$ cat src/hw/rtl/mvm_ram.sv
// Generic single-port-write, single-port-read RAM with registered read data.
// No dependencies.
`default_nettype none
module mvm_ram #(
    parameter int WIDTH = 8,
    parameter int DEPTH = 16
) (
    input  wire logic                     aclk,
    input  wire logic                     we,
    input  wire logic [$clog2(DEPTH)-1:0] waddr,
    input  wire logic [WIDTH-1:0]         wdata,
    input  wire logic [$clog2(DEPTH)-1:0] raddr,
    output logic      [WIDTH-1:0]         rdata
);
    logic [WIDTH-1:0] mem [DEPTH];

    always_ff @(posedge aclk) begin
        if (we) begin
            mem[waddr] <= wdata;
        end
        rdata <= mem[raddr];
    end
endmodule
`default_nettype wire

$ cat config.mk
export PLATFORM = sky130hd
export DESIGN_NAME = mvm_ram
export DESIGN_NICKNAME = d
export VERILOG_FILES = /design/src/hw/rtl/mvm_ram.sv
export SDC_FILE = /design/constraint.sdc
export NUM_CORES = 1
export LEC_CHECK = 0
export BUFFER_PORTS_ARGS = -buffer_cell sky130_fd_sc_hd__clkbuf_2
export CAP_MARGIN = 10
export CORE_ASPECT_RATIO = 1.5
export CORE_UTILIZATION = 35
export CTS_BUF_LIST = sky130_fd_sc_hd__clkbuf_4 sky130_fd_sc_hd__clkbuf_8
export DETAILED_ROUTE_END_ITERATION = 7
export GPL_TIMING_DRIVEN = 0
export PLACE_DENSITY = 0.51
export SETUP_SLACK_MARGIN = 0.2
export SLEW_MARGIN = 15
export SYNTH_ARGS = -nofsm -noshare
export SYNTH_HDL_FRONTEND = slang
export SYNTH_SLANG_ARGS = --single-unit
$ cat constraint.sdc
create_clock -name aclk -period 3.3 [get_ports aclk]
set_input_delay 0.165 -clock aclk [delete_from_list [all_inputs] [get_ports aclk]]
set_output_delay 0.165 -clock aclk [all_outputs]
set_load 0.01 [all_outputs]
==> impl_metrics.toml, run 1 <==
[yosys]
synth.ff_latch_count = 136
synth_nets = 247
synth_cell_types = 19
synthesis.area_um2 = 5150
syn_area_per_cell_um2 = 22.5
synthCells = 229
ys_seq_area_frac = 0.778
synth_warnings = 0

[power]
pwr-share-comb = 0.055
switchingPower_uw = 709
ir_worst_vdd_v = 0.000215
leakage_nw = 1.95
p_clk_frac = 0.387
p_int_mw = 2.76
seqPwrFrac = 0.559
netSwitchingFraction = 0.204
pwr_density_cell_nw_per_um2 = 587

[clocking]
clock_latency_ps = 420
clock-sinks = 136
clock_path_buffers = 2
clockRootBuffer = "clkbuf_8"
cts_tree = "yes"
ctsHoldBuffers = 0
path_clk_slew_ps = 70
cts_resized = 0
post_cts_buffers = 0
cts_made_buffers = 17
h-tree-depth = 4

[outcome]
status = "finished, final reports clean"

[floorplanning]
core_um2 = 14200
io-pin-count = 26
die_width_um = 101
die-area_um2 = 15200
start_util = 0.363
die_y_um = 151
row_count = 53

[drt]
drt-pass1-iter-count = 4
wl_mm = 10.3
antenna_left = 0
vias = 2331
first_iter_violations = 195
via_per_inst = 4.89
routedWlPerCell_um = 21.6
drc = 0

[critical_path]
cp.arrival_ps = 1500
crit_type = "primary input to flip-flop"
r2r_setup_slack_ps = 1860
r2r_end = "rdata[2]$_DFF_P_"
cp-endpoint = "mem[2][5]$_DFFE_PP_"
crit_required_ps = 3350
cp-start-kind = "primary input"
worst_setup_path_end_kind = "flip-flop"
rr_worst_depth = 3
crit_path_start = "waddr[2]"
r2r-start = "mem[1][2]$_DFFE_PP_"
path_max_fanout = 8

[finish]
nets = 290
stdcell_count = 477
syn2layout_area_growth_pct = 14.9
layout-drive-gt1-share = 0.295
diodes = 0

[global_routing]
overflow = 0
grtUsageTotal = 0.151
grt_start_max_net_pins = 17
grt_antenna_before_repair = 0
grt_pass1_vias = 2468
grt_pass1_wl_mm = 15.2

[timing]
period_needed_ps = 1450
tns_ps = 0
rsz0062_at_grt = "false"
max_freq_ghz = 0.689
hold_viol_final = 0
skew_ps = 5.67
slew_violations = 0
slew_headroom = 0.413
fin_crit_sh = 0.440
worstMarginPinSlew_ps = 877
finalSetupViolations = 0

[placement]
gp_congestion = 0.770
hpwl_mm = 6.73
io_buffers = 24
place_inst = 445

[min_path]
hp-class = "primary input to flip-flop"

[job]
maxCapViolations = 0
==> flip-flops by register name, indices dropped and copies added (netlist names) <==
name / cells
rdata: 8
mem: 128
==> layout by cell type, fill, tap and decap left out, types with 2 or more instances in the layout <==
| master | synthesis | final |
|---|---|---|
| clkbuf_4 | 0 | 3 |
| clkinv_2 | 0 | 3 |
| buf_6 | 3 | 3 |
| nor3_2 | 0 | 4 |
| clkinv_1 | 0 | 5 |
| nand2_1 | 9 | 9 |
| mux4_1 | 14 | 14 |
| nor2_1 | 13 | 13 |
| buf_2 | 3 | 3 |
| nand3b_1 | 2 | 2 |
| clkdlybuf4s25_2 | 3 | 3 |
| dfxtp_1 | 8 | 8 |
| nand2b_1 | 2 | 2 |
| edfxtp_1 | 128 | 128 |
| clkbuf_2 | 0 | 24 |
| clkbuf_8 | 0 | 17 |
| mux4_2 | 18 | 18 |
| a22oi_1 | 16 | 16 |
| bufinv_16 | 0 | 3 |
==> cells in the mapped netlist, drive strengths merged <==
cell type | count | area share
a22oi | 16 | 0.023
and2 | 1 | 0.0012
and2b | 1 | 0.0015
buf | 7 | 0.011
clkdlybuf4s25 | 3 | 0.0058
dfxtp | 8 | 0.031
edfxtp | 128 | 0.75
mux4 | 32 | 0.15
nand2 | 9 | 0.0066
nand2b | 2 | 0.0024
nand3 | 1 | 0.00097
nand3b | 2 | 0.0029
nor2 | 13 | 0.0095
nor2b | 1 | 0.0012
nor3 | 4 | 0.0039
or3b | 1 | 0.0017
==> layout make-up <==
cell class                      instances  area [um^2]
Clock buffer                           20          256
Tap cell                              192          240
Clock inverter                         12          133
Buffer                                 10         86.3
Timing Repair Buffer                   24          120
Multi-Input combinational cell         83         1080
Sequential cell                       136         4000
Fill cell                            1294         8270
==> layer usage <==
| layer | part of all wire | GRT usage | vias to the layer above |
|---|---|---|---|
| met2 | 0.55 | 0.263 | 64 |
| met4 | 0.019 | 0.0688 | 0 |
| met1 | 0.39 | 0.175 | 1200 |
| met5 | 0 | 0 | - |
| met3 | 0.039 | 0.0357 | 12 |
| li1 | - | - | 1055 |
==> power groups by stage <==
stage	logic [mW]	registers (mW)	clock network [mW]
final	0.190	1.94	1.34
after global routing	0.205	1.94	1.44
after CTS	0.196	1.94	1.37
after floorplan	0.0980	1.98	0
after global placement	0.193	1.97	0
after detailed placement	0.195	1.98	0
==> worst max-delay path, cell delays in order <==
cell      delay (ps)
clkbuf_2         120
or3b_2           520
nor2_1           690
==> worst min-delay path by stage <==
| stage | start | endpoint | slack (ps) | cells past startpoint |
|---|---|---|---|---|
| after global routing | wdata[5] | mem[4][5]$_DFFE_PP_ | 190 | 1 |
| after detailed placement | rdata[0]$_DFF_P_ | rdata[0] | 550 | 1 |
| after global placement | rdata[0]$_DFF_P_ | rdata[0] | 550 | 1 |
| after floorplan | wdata[0] | mem[0][0]$_DFFE_PP_ | 260 | 0 |
| after CTS | wdata[5] | mem[12][5]$_DFFE_PP_ | 190 | 1 |
| final | wdata[5] | mem[12][5]$_DFFE_PP_ | 200 | 1 |
==> cell families after synthesis <==
logic type / Yosys count / share of synthesized area
flip-flops: 136 / 0.778
AO/OA/AOI/OAI: 16 / 0.0233
multiplexers: 32 / 0.150
buffers and inverters: 10 / 0.0168
AND/OR/NAND/NOR: 35 / 0.0318
==> metrics by stage <==
step           power [mW]  hold WS (ps)  worst slack [ps]   util  cell area, um^2
2_1_floorplan        2.08           264              1640      -             5150
3_3_place_gp         2.17           553              1050  0.388             5510
3_5_place_dp         2.17           553              1410  0.390             5530
4_1_cts              3.50           194              1830  0.417             5920
5_1_grt              3.59           195              1770  0.417             5920
6_report             3.47           198              1850  0.417             5920
(Power assumes the default switching activity.)
==> inputs of run 2 (changes only) <==
--- a/config.mk
+++ b/config.mk
@@ -12,7 +12,7 @@
 export CTS_BUF_LIST = sky130_fd_sc_hd__clkbuf_4 sky130_fd_sc_hd__clkbuf_8
 export DETAILED_ROUTE_END_ITERATION = 7
 export GPL_TIMING_DRIVEN = 0
-export PLACE_DENSITY = 0.51
+export PLACE_DENSITY = 0.53
 export SETUP_SLACK_MARGIN = 0.2
 export SLEW_MARGIN = 15
 export SYNTH_ARGS = -nofsm -noshare
==> constraint.sdc (replaced) <==
create_clock -name aclk -period 1.33 [get_ports aclk]
set_input_delay 0.0665 -clock aclk [delete_from_list [all_inputs] [get_ports aclk]]
set_output_delay 0.0665 -clock aclk [all_outputs]
set_load 0.01 [all_outputs]
==> impl_metrics.toml, run 2 (same netlist as run 1, synthesis figures left out) <==
[finish]
largest_reg_flops = 128
layout-drive-gt1-share = 0.405
reg_top3 = "mem: 128 flops, rdata: 8 flops"
largest-register = "mem"
seq_area_um2 = 4000
nets = 290
fillers = 1285
layout_common_cells = "edfxtp_1, mux4_2, clkbuf_2, clkbuf_8, nor2_2"
multiInputGateArea_um2 = 1110
syn2layout_area_growth_pct = 15.6
diodes = 0
final_common_cell = "edfxtp_1"

[drt]
wl_mm = 10.1
via_per_inst = 4.83
routedWlPerCell_um = 21.2
drc = 0
first_iter_violations = 96
drt-pass1-iter-count = 4
vias = 2299
antenna_left = 0

[power]
ir_worst_vdd_v = 0.000455
p_total_mw = 8.41
leakage_nw = 1.90
pwr_density_cell_nw_per_um2 = 1410

[timing]
hold_viol_final = 0
worstMarginPinSlew_ps = 879
slew_headroom = 0.412
finalSetupViolations = 1
period_needed_ps = 1340
skew_ps = 7.24
max_freq_ghz = 0.746
fin_crit_sh = 1.01
finalWorstSetupSlack_ps = -10.8
slew_violations = 0
hold_ws_ps = 82.9
rsz0062_at_grt = "true"

[floorplanning]
start_util = 0.363
die-area_um2 = 15200
core_um2 = 14200
die_width_um = 101
io-pin-count = 26
row_count = 53
die_y_um = 151

[global_routing]
grt_pass1_vias = 2452
grtUsageTotal = 0.148
grt_pass1_wl_mm = 15.1
top_usage_layer = "met2"
grt_start_max_net_pins = 17
grt_antenna_before_repair = 0
met3_usage = 0.0427
met1_usage = 0.179
use_met2 = 0.255
overflow = 0

[clocking]
clock_latency_ps = 420
h-tree-depth = 4
cts_made_buffers = 17
path_clk_slew_ps = 70
clock_path_buffers = 2
clockRootBuffer = "clkbuf_8"
clock-sinks = 136
cts_tree = "yes"

[placement]
gp_congestion = 0.678
io_buffers = 24
hpwl_mm = 6.61

[outcome]
status = "finished, violations left"
failed_checks = "negative setup slack"

[critical_path]
path_max_fanout = 1
worst_setup_path_end_kind = "flip-flop"
cp.arrival_ps = 1640
crit_type = "flip-flop to flip-flop"
crit_required_ps = 1630
cp-start-kind = "flip-flop"

[job]
maxCapViolations = 0

[min_path]
hp-class = "primary input to flip-flop"
run 2: per-stage QoR:
stage                util  setup TNS, ps  worst slack (ps)  area [um^2]  cells
floorplan               -              0               149         5180    229
global placement    0.391         -24370              -299         5540    445
detailed placement  0.391         -23910              -303         5540    445
CTS                 0.417           -238             -74.2         5920    476
global route        0.419           -110             -82.6         5950    476
finish              0.419          -10.8             -10.8         5950    476
run 2: layout make-up:
type,count,share of cell area
multi-input combinational,83,0.187
clock inverter,12,0.0185
timing repair buffer,24,0.0202
clock buffer,19,0.0418
sequential,136,0.673
buffer,10,0.0193
tap,192,0.0404
run 2: metal layers:
layer	wire, um	part of all wire
met1	4220	0.42
met2	5360	0.53
met3	401	0.040
met4	119	0.012
met5	0	0
run 2: report_power, final:
part           switching [mW]  total [mW]  internal, mW
clock network            1.44        3.09          1.65
registers              0.0222        4.81          4.79
logic                   0.296       0.509         0.213
total                    1.76        8.41          6.65
run 2: what timing repair did:
action / CTS / global route
setup buffers: 0 / 0
hold buffers: 0 / 0
resized for setup: 12 / 9
endpoints found under the setup margin: 31 / 48
pin swaps: 8 / 5
run 2: path summary, 6_finish.rpt:
| check | slack, ps | depth (start not counted) | from | to |
|---|---|---|---|---|
| max | -10 | 3 | mem[7][0]$_DFFE_PP_ | rdata[0]$_DFF_P_ |
| min | 80 | 1 | wdata[6] | mem[14][6]$_DFFE_PP_ |
| max reg2reg | -10 | 3 | mem[7][0]$_DFFE_PP_ | rdata[0]$_DFF_P_ |
| min reg2reg | 690 | 3 | mem[11][7]$_DFFE_PP_ | rdata[7]$_DFF_P_ |
run 2: critical path, stage by stage, from the launching register on:
cell and delay, ps:
edfxtp_1 370, mux4_2 510, a22oi_2 250, nand2_1 100
